$ cat src/rtl/i2cmts_pkg.sv
package i2cmts_pkg;

	localparam logic [7:0] ST_MASK        = 8'hF8;
	localparam logic [7:0] ST_START       = 8'h08;
	localparam logic [7:0] ST_REP_START   = 8'h10;
	localparam logic [7:0] ST_MT_SLA_ACK  = 8'h18;
	localparam logic [7:0] ST_MT_DATA_ACK = 8'h28;
	localparam logic [7:0] ST_MR_SLA_ACK  = 8'h40;
	localparam logic [7:0] ST_MR_DATA_ACK = 8'h50;
	localparam logic [7:0] ST_MR_DATA_NAK = 8'h58;

	localparam logic [1:0] CMD_READ  = 2'd0;
	localparam logic [1:0] CMD_WRITE = 2'd1;
	localparam logic [1:0] CMD_EVENT = 2'd2;

	typedef enum logic [2:0] {
		ACT_NONE  = 3'd0,
		ACT_START = 3'd1,
		ACT_SEND  = 3'd2,
		ACT_RACK  = 3'd3,
		ACT_RNACK = 3'd4,
		ACT_STOP  = 3'd5
	} action_t;

	typedef enum logic [3:0] {
		PH_IDLE    = 4'd0,
		PH_R_START = 4'd1,
		PH_R_SLAW  = 4'd2,
		PH_R_LOC   = 4'd3,
		PH_R_REP   = 4'd4,
		PH_R_SLAR  = 4'd5,
		PH_R_DACK  = 4'd6,
		PH_R_DNACK = 4'd7,
		PH_W_START = 4'd8,
		PH_W_SLAW  = 4'd9,
		PH_W_DATA  = 4'd10
	} phase_t;

	typedef struct packed {
		logic [1:0] cmd;
		logic [7:0] slave_read_addr;
		logic [7:0] slave_write_addr;
		logic [7:0] location;
		logic [7:0] length;
		logic [7:0] tx_byte;
		logic [7:0] bus_status;
		logic [7:0] rx_byte;
	} item_t;

	typedef struct packed {
		action_t    action;
		logic [7:0] action_byte;
		logic       rx_valid;
		logic [7:0] rx_data;
		logic [7:0] rx_index;
		logic       done_res;
		logic       error;
		logic       error_sticky;
	} result_t;

endpackage

$ cat src/rtl/i2cmts_ctrl.sv
module i2cmts_ctrl
	import i2cmts_pkg::*;
(
	input  logic    clk,
	input  logic    arst_n,
	input  logic    step,
	input  item_t   item,
	output result_t res
);

	phase_t     phase_q, phase_d;
	logic [7:0] byte_count_q, byte_count_d;
	logic [7:0] total_length_q, total_length_d;
	logic       failed_q, failed_d;
	logic [7:0] saved_read_addr_q;
	logic [7:0] saved_write_addr_q;
	logic [7:0] saved_location_q;
	logic       load_saved;
	logic [7:0] expect_st;
	logic       checked;
	logic       status_ok;
	logic       ack_first;
	logic       ack_next;

	always_ff @(posedge clk or negedge arst_n) begin
		if (!arst_n) begin
			phase_q        <= PH_IDLE;
			byte_count_q   <= '0;
			total_length_q <= '0;
			failed_q       <= 1'b0;
		end else begin
			phase_q        <= phase_d;
			byte_count_q   <= byte_count_d;
			total_length_q <= total_length_d;
			failed_q       <= failed_d;
		end
	end

	always_ff @(posedge clk) begin
		if (load_saved) begin
			saved_read_addr_q  <= item.slave_read_addr;
			saved_write_addr_q <= item.slave_write_addr;
			saved_location_q   <= item.location;
		end
	end

	always_comb begin
		checked   = 1'b1;
		expect_st = ST_START;
		unique case (phase_q)
			PH_R_START, PH_W_START: expect_st = ST_START;
			PH_R_SLAW, PH_W_SLAW:   expect_st = ST_MT_SLA_ACK;
			PH_R_LOC:               expect_st = ST_MT_DATA_ACK;
			PH_R_REP:               expect_st = ST_REP_START;
			PH_R_SLAR:              expect_st = ST_MR_SLA_ACK;
			PH_R_DACK:              expect_st = ST_MR_DATA_ACK;
			PH_R_DNACK:             expect_st = ST_MR_DATA_NAK;
			default:                checked   = 1'b0;
		endcase
	end

	assign status_ok = !checked || ((item.bus_status & ST_MASK) == expect_st);
	assign ack_first = total_length_q > 8'd1;
	assign ack_next  = ({1'b0, byte_count_q} + 9'd2) < {1'b0, total_length_q};

	always_comb begin
		phase_d          = phase_q;
		byte_count_d     = byte_count_q;
		total_length_d   = total_length_q;
		failed_d         = failed_q;
		load_saved       = 1'b0;
		res.action       = ACT_NONE;
		res.action_byte  = '0;
		res.rx_valid     = 1'b0;
		res.rx_data      = '0;
		res.rx_index     = '0;
		res.done_res     = 1'b0;
		res.error        = 1'b0;
		if (step) begin
			case (item.cmd) inside
				CMD_READ, CMD_WRITE: begin
					if (phase_q == PH_IDLE) begin
						load_saved   = 1'b1;
						byte_count_d = '0;
						res.action   = ACT_START;
						if (item.cmd == CMD_READ) begin
							total_length_d = (item.length == 8'd0) ? 8'd1 : item.length;
							phase_d        = PH_R_START;
						end else begin
							total_length_d = item.length;
							phase_d        = PH_W_START;
						end
					end
				end
				CMD_EVENT: begin
					if (phase_q != PH_IDLE) begin
						if (!status_ok) begin
							failed_d     = 1'b1;
							phase_d      = PH_IDLE;
							res.done_res = 1'b1;
							res.error    = 1'b1;
						end else begin
							unique case (phase_q)
								PH_R_START: begin
									res.action      = ACT_SEND;
									res.action_byte = saved_write_addr_q;
									phase_d         = PH_R_SLAW;
								end
								PH_R_SLAW: begin
									res.action      = ACT_SEND;
									res.action_byte = saved_location_q;
									phase_d         = PH_R_LOC;
								end
								PH_R_LOC: begin
									res.action = ACT_START;
									phase_d    = PH_R_REP;
								end
								PH_R_REP: begin
									res.action      = ACT_SEND;
									res.action_byte = saved_read_addr_q;
									phase_d         = PH_R_SLAR;
								end
								PH_R_SLAR: begin
									byte_count_d = '0;
									res.action   = ack_first ? ACT_RACK : ACT_RNACK;
									phase_d      = ack_first ? PH_R_DACK : PH_R_DNACK;
								end
								PH_R_DACK: begin
									res.rx_valid = 1'b1;
									res.rx_data  = item.rx_byte;
									res.rx_index = byte_count_q;
									byte_count_d = byte_count_q + 8'd1;
									res.action   = ack_next ? ACT_RACK : ACT_RNACK;
									phase_d      = ack_next ? PH_R_DACK : PH_R_DNACK;
								end
								PH_R_DNACK: begin
									res.rx_valid = 1'b1;
									res.rx_data  = item.rx_byte;
									res.rx_index = total_length_q - 8'd1;
									res.action   = ACT_STOP;
									res.done_res = 1'b1;
									phase_d      = PH_IDLE;
								end
								PH_W_START: begin
									res.action      = ACT_SEND;
									res.action_byte = saved_write_addr_q;
									phase_d         = PH_W_SLAW;
								end
								PH_W_SLAW, PH_W_DATA: begin
									if (byte_count_q < total_length_q) begin
										res.action      = ACT_SEND;
										res.action_byte = item.tx_byte;
										byte_count_d    = byte_count_q + 8'd1;
										phase_d         = PH_W_DATA;
									end else begin
										res.action   = ACT_STOP;
										res.done_res = 1'b1;
										phase_d      = PH_IDLE;
									end
								end
								default: begin
									phase_d = PH_IDLE;
								end
							endcase
						end
					end
				end
				default: begin
				end
			endcase
		end
		res.error_sticky = failed_d;
	end

endmodule

$ cat src/rtl/i2c_master_transaction_sequencer_core.sv
// Sequencer for register reads and writes on top of a byte-level I2C bus engine.
// Each input item is a command that begins a transaction or a completion event
// from the engine; each item produces exactly one result item that names the
// next engine action, any received payload byte, and the transaction status.
// An input item is taken when in_valid is high and in_stall is low; a result
// item is taken when out_valid is high and out_stall is low.
// The accepting edge loads the input register; the state machine then steps the
// item into the result register once that register is empty or being taken,
// and out_valid rises with it.
// Throughput is one item per cycle while out_stall stays low.
// When the receiver stalls, the result register holds its item and the input
// register still takes one more item; in_stall rises only when both are full.
// Reset empties both registers, returns the state machine to idle, and clears
// the sticky error flag. Saved addresses are only meaningful after a begin.
module i2c_master_transaction_sequencer_core
	import i2cmts_pkg::*;
(
	input  logic       clk,
	input  logic       arst_n,
	input  logic       in_valid,
	output logic       in_stall,
	input  logic [1:0] cmd,
	input  logic [7:0] slave_read_addr,
	input  logic [7:0] slave_write_addr,
	input  logic [7:0] location,
	input  logic [7:0] length,
	input  logic [7:0] tx_byte,
	input  logic [7:0] bus_status,
	input  logic [7:0] rx_byte,
	output logic       out_valid,
	input  logic       out_stall,
	output logic [2:0] action,
	output logic [7:0] action_byte,
	output logic       rx_valid,
	output logic [7:0] rx_data,
	output logic [7:0] rx_index,
	output logic       done_res,
	output logic       error,
	output logic       error_sticky
);

	item_t   item_s1;
	logic    valid_s1;
	result_t res_d;
	result_t res_q;
	logic    out_valid_q;
	logic    advance;
	logic    in_accept;

	assign advance   = valid_s1 && (!out_valid_q || !out_stall);
	assign in_stall  = valid_s1 && !advance;
	assign in_accept = in_valid && !in_stall;

	always_ff @(posedge clk or negedge arst_n) begin
		if (!arst_n) begin
			valid_s1    <= 1'b0;
			out_valid_q <= 1'b0;
		end else begin
			valid_s1    <= in_accept || (valid_s1 && !advance);
			out_valid_q <= advance || (out_valid_q && out_stall);
		end
	end

	always_ff @(posedge clk) begin
		if (in_accept) begin
			item_s1.cmd              <= cmd;
			item_s1.slave_read_addr  <= slave_read_addr;
			item_s1.slave_write_addr <= slave_write_addr;
			item_s1.location         <= location;
			item_s1.length           <= length;
			item_s1.tx_byte          <= tx_byte;
			item_s1.bus_status       <= bus_status;
			item_s1.rx_byte          <= rx_byte;
		end
		if (advance) begin
			res_q <= res_d;
		end
	end

	i2cmts_ctrl u_ctrl (
		.clk    (clk),
		.arst_n (arst_n),
		.step   (advance),
		.item   (item_s1),
		.res    (res_d)
	);

	assign out_valid    = out_valid_q;
	assign action       = res_q.action;
	assign action_byte  = res_q.action_byte;
	assign rx_valid     = res_q.rx_valid;
	assign rx_data      = res_q.rx_data;
	assign rx_index     = res_q.rx_index;
	assign done_res     = res_q.done_res;
	assign error        = res_q.error;
	assign error_sticky = res_q.error_sticky;

	a_error_ends: assert property (@(posedge clk) disable iff (!arst_n)
		out_valid && error |-> done_res && error_sticky && action == ACT_NONE)
		else $error("aborted item does not end the transaction cleanly");

	a_rx_action: assert property (@(posedge clk) disable iff (!arst_n)
		out_valid && rx_valid |-> action == ACT_RACK || action == ACT_RNACK ||
			(action == ACT_STOP && done_res))
		else $error("received byte reported with an unexpected action");

	a_done_stop: assert property (@(posedge clk) disable iff (!arst_n)
		out_valid && done_res && !error |-> action == ACT_STOP)
		else $error("successful end without a stop action");

	a_stall_full: assert property (@(posedge clk) disable iff (!arst_n)
		in_stall |-> out_valid && out_stall)
		else $error("input stalled while the result register can drain");

endmodule

$ cat config.mk
export PLATFORM = sky130hd
export DESIGN_NAME = i2c_master_transaction_sequencer_core
export DESIGN_NICKNAME = d
export VERILOG_FILES = /design/src/rtl/i2cmts_pkg.sv /design/src/rtl/i2cmts_ctrl.sv /design/src/rtl/i2c_master_transaction_sequencer_core.sv
export SDC_FILE = /design/constraint.sdc
export NUM_CORES = 1
export LEC_CHECK = 0
export BUFFER_PORTS_ARGS = -buffer_cell sky130_fd_sc_hd__buf_2
export CAP_MARGIN = 0
export CORE_UTILIZATION = 39
export DETAILED_ROUTE_END_ITERATION = 6
export GPL_TIMING_DRIVEN = 1
export PLACE_DENSITY_LB_ADDON = 0.12
export RECOVER_POWER = 100
export SLEW_MARGIN = 20
export SYNTH_ARGS = -nofsm -noshare
export SYNTH_HDL_FRONTEND = slang
export SYNTH_HIERARCHICAL = 1
export SYNTH_SLANG_ARGS = --single-unit
$ cat constraint.sdc
create_clock -name clk -period 9.8 [get_ports clk]
set_input_delay 2.94 -clock clk [delete_from_list [all_inputs] [get_ports clk]]
set_output_delay 2.94 -clock clk [all_outputs]
set_load 0.02 [all_outputs]
==> metrics.log, run 1 <==
INFO  metric run_status = complete, but fails checks
INFO  metric violations = max-capacitance violations, max-slew violations
INFO  metric vdd.ir_drop.worst = 135 uV
INFO  metric finalPower = 1.67 mW
INFO  metric routedWlPerCell = 16.1 um
INFO  metric clock_insertion_delay_worst_skew = 410 ps
INFO  metric setup.worst_path.class = input pin to register
INFO  metric hold_crit_start = item_s1[52]
INFO  metric globalplace.congestion = 0.805
INFO  metric maximum_number_of_pins_on_one_net_before_global_route_repair = 56
INFO  metric post_cts_buffers = 0
INFO  metric grt_antenna_before_repair = 0
INFO  metric fmax = 144 MHz
INFO  metric timing.slew.headroom = -0.978
INFO  metric final_net_count = 606
INFO  metric setup_total_negative_slack = 0 ps
INFO  metric route.vias.total = 3742
INFO  metric count_of_cells_along_the_worst_hold_path = 0
INFO  metric via_count_of_the_first_global_routing_pass = 3590
INFO  metric crit_path_top_delay_cell = sky130_fd_sc_hd__clkbuf_1
INFO  metric crit_cells = 6
INFO  metric period_minus_slack = 6930 ps
INFO  metric hold_path_class = register to register
INFO  metric synth_area = 5750 sq um
INFO  metric grt_first_pass_wirelength = 18100 um
INFO  metric diodes = 0
INFO  metric rsz0062_at_grt = false
INFO  metric post_synth_inst_count = 428
INFO  metric drt.antenna.violating_nets = 0
INFO  metric cts_buffer_depth = 2
INFO  metric worst-path-buf-inv = 4
INFO  metric detail_route.vias_per_cell = 5.18
INFO  metric cts_resized = 0
INFO  metric boundaryPins = 95
INFO  metric power.leakage = 2.62 nW
INFO  metric cp_common_cell = sky130_fd_sc_hd__clkbuf_1
INFO  metric cts_hold_buffers = 0
INFO  metric rows = 44
INFO  metric critPathCaptureType = register
INFO  metric worst_reg2reg_startpoint = out_valid
INFO  metric synth_fp_nets = 508
INFO  metric setup_viol_count_final = 0
INFO  metric grtUsageTotal = 0.163
INFO  metric floorplan.initialDensity = 0.397
INFO  metric tritoncts = built
INFO  metric slew_at_the_pin_with_the_worst_max_slew_slack = 2970 ps
INFO  metric critical_path.max_fanout = 38
INFO  metric drv.max_cap_violation_count = 3
INFO  metric path_delay_family = buffers and inverters
INFO  metric worstPathArrival = 6930 ps
INFO  metric route.final.wire_length = 11600 um
INFO  metric grt_overflow_total = 0
INFO  metric power.density_cell_area = 243 nW/um^2
INFO  metric worstReg2RegEnd = u_ctrl/saved_read_addr_q[2]
INFO  metric fillCellCount = 1313
INFO  metric die_x = 123 um
INFO  metric die_height = 123 um
INFO  metric fin_util = 0.475
INFO  metric met3WireLength = 674 um
INFO  metric tritoncts.num_buffers = 17
INFO  metric placeableCoreArea = 14500 sq um
INFO  metric first_drt_iteration_drcs = 243
INFO  metric area_growth_syn_to_layout = 19.5%
INFO  metric cell_breakdown_of_the_critical_path = clkbuf_1 > a21boi_4 > clkbuf_1 > nand3_1 > inv_1 > clkbuf_1
INFO  metric hold_viol = 0
INFO  metric cp_slowest_stage_delay = 1460 ps
INFO  metric period_share = 0.707
INFO  metric drt-met1-wl = 5140 um
INFO  metric io_buffers = 91
INFO  metric worst-r2r-cell-count = 5
INFO  metric route.met2.wl = 5510 um
INFO  metric design.die.area = 15200 sq um
INFO  metric critPathRequiredTime = 9810 ps
INFO  metric syn-mean-instance-area = 13.4 sq um
INFO  metric drt_pass1_iterations = 5
INFO  metric timing.final.max_slew_violations = 130
INFO  metric post-route-drc-count = 0
INFO  metric maxUsedRoutingLayer = met4
INFO  metric clock_input_transition_at_the_sequential_cells_of_the_worst_setup_and_hold_paths = 50 ps
INFO  metric dp_hpwl = 7820 um
INFO  metric type_of_element_launching_the_critical_path = input pin
INFO  metric ctsHtreeMaxLevel = 4
INFO  metric setup.reg_to_reg.worst_slack = 5070 ps
INFO  metric clkSinkCount = 133
INFO  metric cts_root_buffer = sky130_fd_sc_hd__clkbuf_16
INFO  metric final_layout_size_suffix_gt1_frac = 0.173
INFO  metric yosys_warnings = 6
INFO  metric hold_end = u_ctrl/saved_read_addr_q[4]
INFO  metric final.setup_skew = 6.36 ps
## flip-flops by register name, indices dropped and copies added (netlist names)
name	cells
u_ctrl/saved_location_q	8
u_ctrl/saved_read_addr_q	8
error	1
done_res	1
u_ctrl/phase_q	4
action_byte	8
u_ctrl/byte_count_q	8
rx_index	8
out_valid	1
u_ctrl/failed_q	1
valid_s1	1
error_sticky	1
rx_valid	1
action	3
item_s1	55
u_ctrl/saved_write_addr_q	8
rx_data	8
u_ctrl/total_length_q	8
## worst max path at each step
stage,to,start,slack [ps]
after floorplan,u_ctrl/saved_location_q[0],out_stall,2570
after global placement,in_stall,out_stall,3500
after detailed placement,in_stall,out_stall,3470
after CTS,in_stall,out_stall,3470
after global routing,u_ctrl/total_length_q[3],out_stall,2200
final,u_ctrl/saved_read_addr_q[2],out_stall,2870
## cell usage in the layout, fill, tap and decap left out, drive strengths merged, types with 9 or more instances in the layout
cell type / n
o21ai: 15
a21oi: 20
clkinv: 10
inv: 28
nor2: 48
dfrtp: 23
nand3: 9
ha: 18
buf: 56
edfxtp: 110
xnor2: 10
clkbuf: 58
nand2: 22
nor3: 11
## area by class of cell
type	instances	area, sq um	share of cell area
Inverter	27	101	0.0147
Tap cell	184	230	0.0335
Clock buffer	19	433	0.0630
Multi-Input combinational cell	252	1690	0.246
Timing Repair Buffer	95	429	0.0625
Sequential cell	133	3880	0.564
Clock inverter	12	109	0.0158
## layer usage
layer / GRT usage / up-vias
li1: - / 1812
met1: 0.209 / 1785
met2: 0.255 / 125
met3: 0.0447 / 20
met4: 0.0791 / 0
met5: 0 / -
## through the flow
step / instance area, sq um / hold WS, ps / std cells / setup slack [ps]
2_1_floorplan: 5750 / 400 / 428 / 2570
3_3_place_gp: 6390 / 404 / 691 / 3500
3_5_place_dp: 6390 / 405 / 691 / 3470
4_1_cts: 6940 / 419 / 722 / 3470
5_1_grt: 6870 / 422 / 722 / 2200
6_report: 6870 / 417 / 722 / 2870
## report_power, final
part	internal (mW)	total (mW)	switching (mW)	leakage (nW)
Clock	0.347	0.577	0.230	0.266
Combinational	0.135	0.358	0.222	1.01
Sequential	0.679	0.736	0.0568	1.34
Power figures use the tool's default switching activity.
==> run 2: changes to the inputs <==
==> constraint.sdc (replaced) <==
create_clock -name clk -period 5.6 [get_ports clk]
set_input_delay 1.68 -clock clk [delete_from_list [all_inputs] [get_ports clk]]
set_output_delay 1.68 -clock clk [all_outputs]
set_load 0.02 [all_outputs]
==> run 2 against run 1 <==
The flow still finishes with violations (max-capacitance violations, max-slew violations). Routed wire length shrank 0.89%. Total power grew 76%. Sequential cell count stayed put. Die area did not move. Largest power group unchanged.
==> metrics.log, run 2 (same netlist as run 1, synthesis figures left out) <==
INFO  metric timing.slew.headroom = -0.266
INFO  metric type_of_element_launching_the_critical_path = input pin
INFO  metric final_layout_size_suffix_gt1_frac = 0.169
INFO  metric worst-r2r-cell-count = 5
INFO  metric grt_first_pass_wirelength = 17900 um
INFO  metric p_int = 2.03 mW
INFO  metric power.switching_fraction = 0.309
INFO  metric hold_viol = 0
INFO  metric hold_crit_start = item_s1[54]
INFO  metric drv.max_cap_violation_count = 1
INFO  metric grtUsageTotal = 0.161
INFO  metric hold_path_class = register to register
INFO  metric routedWlPerCell = 15.9 um
INFO  metric diodes = 0
INFO  metric clock_insertion_delay_worst_skew = 420 ps
INFO  metric placeableCoreArea = 14500 sq um
INFO  metric multi_input_comb_area = 1670 sq um
INFO  metric count_of_cells_along_the_worst_hold_path = 0
INFO  metric slew_at_the_pin_with_the_worst_max_slew_slack = 1900 ps
INFO  metric hold_end = u_ctrl/saved_read_addr_q[6]
INFO  metric route.final.wire_length = 11500 um
INFO  metric critPathRequiredTime = 5900 ps
INFO  metric power.leakage = 2.60 nW
INFO  metric period_minus_slack = 4170 ps
INFO  metric critPathCaptureType = register
INFO  metric fmax = 240 MHz
INFO  metric worstPathArrival = 4470 ps
INFO  metric final_common_cell = sky130_fd_sc_hd__edfxtp_1
INFO  metric timing.final.max_slew_violations = 31
INFO  metric p_sw = 906 uW
INFO  metric tritoncts = built
INFO  metric tritoncts.num_buffers = 17
INFO  metric setup.reg_to_reg.worst_slack = 2070 ps
INFO  metric clkSinkCount = 133
INFO  metric cts_buffer_depth = 2
INFO  metric largest_register_ffs = 55
INFO  metric die_x = 123 um
INFO  metric power.density_cell_area = 427 nW/um^2
INFO  metric setup.worst_path.class = input pin to register
INFO  metric fillCellCount = 1285
INFO  metric final_net_count = 606
INFO  metric violations = max-capacitance violations, max-slew violations
INFO  metric dp_hpwl = 7970 um
INFO  metric most-common-layout-cells = sky130_fd_sc_hd__edfxtp_1 (110), sky130_fd_sc_hd__buf_2 (52), sky130_fd_sc_hd__nor2_1 (48)
INFO  metric period_share = 0.745
INFO  metric rsz0062_at_grt = false
INFO  metric grt_antenna_before_repair = 0
INFO  metric share_seq_of_total_power = 0.437
INFO  metric detail_route.vias_per_cell = 5.15
INFO  metric maximum_number_of_pins_on_one_net_before_global_route_repair = 34
INFO  metric max_flop_register = item_s1
INFO  metric ctsHtreeMaxLevel = 4
INFO  metric finalPower = 2.94 mW
INFO  metric run_status = complete, but fails checks
INFO  metric design.die.area = 15200 sq um
INFO  metric register_area = 3880 sq um
INFO  metric drt.antenna.violating_nets = 0
INFO  metric timing.final.ws_setup = 1430 ps
INFO  metric post-route-drc-count = 0
INFO  metric vdd.ir_drop.worst = 188 uV
INFO  metric cts_hold_buffers = 0
INFO  metric share_of_power_burned_in_combinational_logic = 0.212
INFO  metric first_drt_iteration_drcs = 179
INFO  metric drt_pass1_iterations = 7
INFO  metric final.setup_skew = 10.6 ps
INFO  metric power.clock.fraction = 0.350
INFO  metric setup_viol_count_final = 0
INFO  metric clock_input_transition_at_the_sequential_cells_of_the_worst_setup_and_hold_paths = 60 ps
INFO  metric place_worst_setup_slack = 1530 ps
INFO  metric via_count_of_the_first_global_routing_pass = 3530
INFO  metric cts_resized = 0
INFO  metric route.vias.total = 3724
INFO  metric io_buffers = 91
INFO  metric rows = 44
INFO  metric boundaryPins = 95
INFO  metric post_cts_buffers = 0
INFO  metric cts_root_buffer = sky130_fd_sc_hd__clkbuf_16
INFO  metric setup_total_negative_slack = 0 ps
INFO  metric worst_reg2reg_startpoint = u_ctrl/phase_q[3]
INFO  metric worstReg2RegEnd = u_ctrl/total_length_q[4]
INFO  metric floorplan.initialDensity = 0.397
INFO  metric die_height = 123 um
INFO  metric area_growth_syn_to_layout = 19.5%
INFO  metric grt_overflow_total = 0
INFO  metric globalplace.congestion = 0.788
INFO  metric critical_path.max_fanout = 33
## run 2: cell count changes in the layout (fill, tap and decap cells not counted), sizes merged
cell | previous run | this run
clkinv | 10 | 6
inv | 28 | 31
clkinvlp | 0 | 4
clkbuf | 58 | 57
buf | 56 | 55
## run 2: cell type report
cell class / instances / share of cell area
sequential: 133 / 0.565
multi-input combinational: 252 / 0.243
timing repair buffer: 95 / 0.0630
clock buffer: 17 / 0.0619
tap: 184 / 0.0335
clock inverter: 15 / 0.0188
inverter: 27 / 0.0148
## run 2: how the worst max path moves through the flow
stage / endpoint / slack [ps] / start / cells past startpoint
final: u_ctrl/byte_count_q[3] / 1430 / out_stall / 9
after floorplan: u_ctrl/saved_location_q[0] / 620 / out_stall / 4
after CTS: in_stall / 1800 / out_stall / 4
after global placement: rx_data[4] / 1560 / out_stall / 9
after detailed placement: rx_data[3] / 1530 / out_stall / 9
after global routing: rx_data[6] / 1140 / out_stall / 9
## run 2: power groups by stage
stage	Sequential [mW]	Clock [mW]	Combinational (mW)
after floorplan	1.27	0	0.482
after global placement	1.30	0	0.614
after detailed placement	1.30	0	0.630
after CTS	1.28	1.05	0.636
after global routing	1.30	1.09	0.699
final	1.28	1.03	0.623
## run 2: worst max-delay path, stage by stage
cell	delay [ps]
sky130_fd_sc_hd__clkbuf_1	100
sky130_fd_sc_hd__a21boi_0	400
sky130_fd_sc_hd__buf_4	490
sky130_fd_sc_hd__nor2b_1	270
sky130_fd_sc_hd__nand2_1	130
sky130_fd_sc_hd__nor2_1	140
sky130_fd_sc_hd__o21ai_0	510
sky130_fd_sc_hd__o311a_1	540
sky130_fd_sc_hd__a41o_1	210
## run 2: metal layers
metal / routed length, um / track usage
met1: 5050 / 0.206
met2: 5580 / 0.258
met3: 650 / 0.0374
met4: 201 / 0.0806
met5: 0 / 0
## run 2: through the flow
stage	cells	util	instance area [sq um]	hold WS [ps]
4_1_cts	723	0.480	6950	418
5_1_grt	723	0.475	6870	421
3_5_place_dp	691	0.442	6390	405
6_report	723	0.475	6870	417
3_3_place_gp	691	0.442	6390	403
2_1_floorplan	428	-	5750	400
==> run 3: changes to the inputs <==
==> constraint.sdc (replaced) <==
create_clock -name clk -period 4.02 [get_ports clk]
set_input_delay 1.206 -clock clk [delete_from_list [all_inputs] [get_ports clk]]
set_output_delay 1.206 -clock clk [all_outputs]
set_load 0.02 [all_outputs]
==> run 3 against run 2 <==
The run still ends with max-capacitance violations, max-slew violations left. Critical path type is now register to register. Utilization shrank 0.35 points. Critical endpoint is now rx_data[4]. Via count increased by 1.5%. Sequential cell count is the same. Critical path depth fell by 2. Non-clock buffer count grew 3. Total power up 35%. Sequential share of layout area increased by 0.41 points. Worst hold slack hardly changed. Routed wire length is 0.86% higher. Global-route usage is 0.38 points higher. Highest routed layer unchanged. Die area is the same. Cell count rose by 0.14%.
==> metrics.log, run 3 (same netlist as run 1, synthesis figures left out) <==
INFO  metric dp_hpwl = 8060 um
INFO  metric hold_path_class = register to register
INFO  metric finalPower = 3.96 mW
INFO  metric clock_insertion_delay_worst_skew = 410 ps
INFO  metric postLayoutCellArea = 6820 sq um
INFO  metric cts_hold_buffers = 0
INFO  metric fmax = 295 MHz
INFO  metric die_x = 123 um
INFO  metric final_net_count = 609
INFO  metric grt_overflow_total = 0
INFO  metric cell_breakdown_of_the_critical_path = nand2b_1 > nor2_1 > or4_1 > a2111o_1 > a21oi_1 > nand3_1 > nor2_1
INFO  metric via_count_of_the_first_global_routing_pass = 3640
INFO  metric worstPathArrival = 3640 ps
INFO  metric most-common-layout-cells = sky130_fd_sc_hd__edfxtp_1 (110), sky130_fd_sc_hd__buf_2 (54), sky130_fd_sc_hd__nor2_1 (48)
INFO  metric share_of_power_burned_in_combinational_logic = 0.220
INFO  metric tritoncts.num_buffers = 17
INFO  metric fillCellCount = 1343
INFO  metric critPathRequiredTime = 4270 ps
INFO  metric register_area = 3880 sq um
INFO  metric p_int = 2.74 mW
INFO  metric timing.final.max_slew_violations = 33
INFO  metric detail_route.vias_per_cell = 5.22
INFO  metric clock_input_transition_at_the_sequential_cells_of_the_worst_setup_and_hold_paths = 60 ps
INFO  metric diodes = 0
INFO  metric ctsHtreeMaxLevel = 4
INFO  metric fin_util = 0.471
INFO  metric die_height = 123 um
INFO  metric setup.worst_path.class = register to register
INFO  metric cp_common_cell = sky130_fd_sc_hd__nor2_1
INFO  metric clkSinkCount = 133
INFO  metric grt_first_pass_wirelength = 18400 um
INFO  metric cts_resized = 0
INFO  metric setup_viol_count_final = 0
INFO  metric post_cts_buffers = 0
INFO  metric placeableCoreArea = 14500 sq um
INFO  metric hold_ws = 417 ps
INFO  metric area_growth_syn_to_layout = 18.7%
INFO  metric power.leakage = 2.59 nW
INFO  metric rows = 44
INFO  metric final.setup_skew = 8.72 ps
INFO  metric hold_viol = 0
INFO  metric maximum_number_of_pins_on_one_net_before_global_route_repair = 34
INFO  metric dpl-instance-area = 6420 sq um
INFO  metric route.vias.total = 3779
INFO  metric critPathCaptureType = register
INFO  metric cts_root_buffer = sky130_fd_sc_hd__clkbuf_16
INFO  metric final_common_cell = sky130_fd_sc_hd__edfxtp_1
INFO  metric cts_buffer_depth = 2
INFO  metric power.density_cell_area = 581 nW/um^2
INFO  metric power.clock.fraction = 0.329
INFO  metric route.final.wire_length = 11600 um
INFO  metric boundaryPins = 95
INFO  metric design.die.area = 15200 sq um
INFO  metric drt.antenna.violating_nets = 0
INFO  metric p_sw = 1.22 mW
INFO  metric cp_slowest_stage_delay = 660 ps
INFO  metric largest_register_ffs = 55
INFO  metric critical_path.max_fanout = 18
INFO  metric rsz0062_at_grt = false
INFO  metric drt_pass1_iterations = 5
INFO  metric drv.max_cap_violation_count = 1
INFO  metric first_drt_iteration_drcs = 192
INFO  metric grt_antenna_before_repair = 0
INFO  metric period_minus_slack = 3390 ps
INFO  metric grtUsageTotal = 0.165
INFO  metric setup_total_negative_slack = 0 ps
INFO  metric io_buffers = 91
INFO  metric routedWlPerCell = 16.0 um
INFO  metric crit_path_top_delay_cell = sky130_fd_sc_hd__dfrtp_1
INFO  metric final_layout_size_suffix_gt1_frac = 0.163
INFO  metric share_seq_of_total_power = 0.452
INFO  metric floorplan.initialDensity = 0.397
INFO  metric globalplace.congestion = 0.808
INFO  metric post-route-drc-count = 0
INFO  metric vdd.ir_drop.worst = 269 uV
INFO  metric run_status = complete, but fails checks
INFO  metric multi_input_comb_area = 1670 sq um
INFO  metric timing.slew.headroom = -0.0983
INFO  metric power.switching_fraction = 0.307
INFO  metric violations = max-capacitance violations, max-slew violations
INFO  metric tritoncts = built
INFO  metric slew_at_the_pin_with_the_worst_max_slew_slack = 1650 ps
INFO  metric type_of_element_launching_the_critical_path = register
INFO  metric period_share = 0.842
INFO  metric max_flop_register = item_s1
==> run 3: cell types whose count changed in the layout (fill, tap and decap cells not counted), moves of 2 or more <==
| cell | before | now |
|---|---|---|
| sky130_fd_sc_hd__buf_2 | 52 | 54 |
| sky130_fd_sc_hd__clkbuf_1 | 40 | 42 |
| sky130_fd_sc_hd__clkinv_4 | 2 | 0 |
| sky130_fd_sc_hd__inv_6 | 4 | 1 |
==> run 3: path summary, 6_finish.rpt <==
path                                                    to  slack [ps]  cells after the start              start
worst max-delay path                            rx_data[4]         630                      7  u_ctrl/phase_q[1]
worst min-delay path            u_ctrl/saved_location_q[5]         420                      0        item_s1[37]
worst max register to register                  rx_data[4]         630                      7  u_ctrl/phase_q[1]
worst min register to register  u_ctrl/saved_location_q[5]         420                      0        item_s1[37]
max in group asynchronous                  u_ctrl/failed_q        2090                      1             arst_n
min in group asynchronous         u_ctrl/total_length_q[5]        1110                      1             arst_n
==> run 3: through the flow <==
step,std cells,worst slack (ps)
global route,724,378
finish,724,635
global placement,694,899
floorplan,428,141
detailed placement,694,853
CTS,724,930
==> run 3: routing by layer <==
| layer | global-route usage | part of all wire |
|---|---|---|
| met2 | 0.266 | 0.49 |
| met5 | 0 | 0 |
| met1 | 0.211 | 0.44 |
| met3 | 0.0351 | 0.051 |
| met4 | 0.0813 | 0.016 |
==> run 3: cell type report <==
cell class / count / area share
inverter: 27 / 0.0149
tap: 184 / 0.0338
clock buffer: 19 / 0.0635
multi-input combinational: 252 / 0.244
clock inverter: 11 / 0.00936
timing repair buffer: 98 / 0.0657
sequential: 133 / 0.569
==> run 3: critical path: cells and delay by family, from the launching register on <==
| family | cells | cell delay, ps |
|---|---|---|
| simple gates | 5 | 1600 |
| compound gates | 2 | 960 |
| flops | 1 | 660 |
==> run 3: power by group through the flow <==
stage | clock (mW) | sequential [mW] | combinational, mW
2_1_floorplan | 0 | 1.77 | 0.671
3_3_place_gp | 0 | 1.81 | 0.862
3_5_place_dp | 0 | 1.82 | 0.885
4_1_cts | 1.34 | 1.79 | 0.894
5_1_grt | 1.40 | 1.81 | 0.976
6_report | 1.30 | 1.79 | 0.870
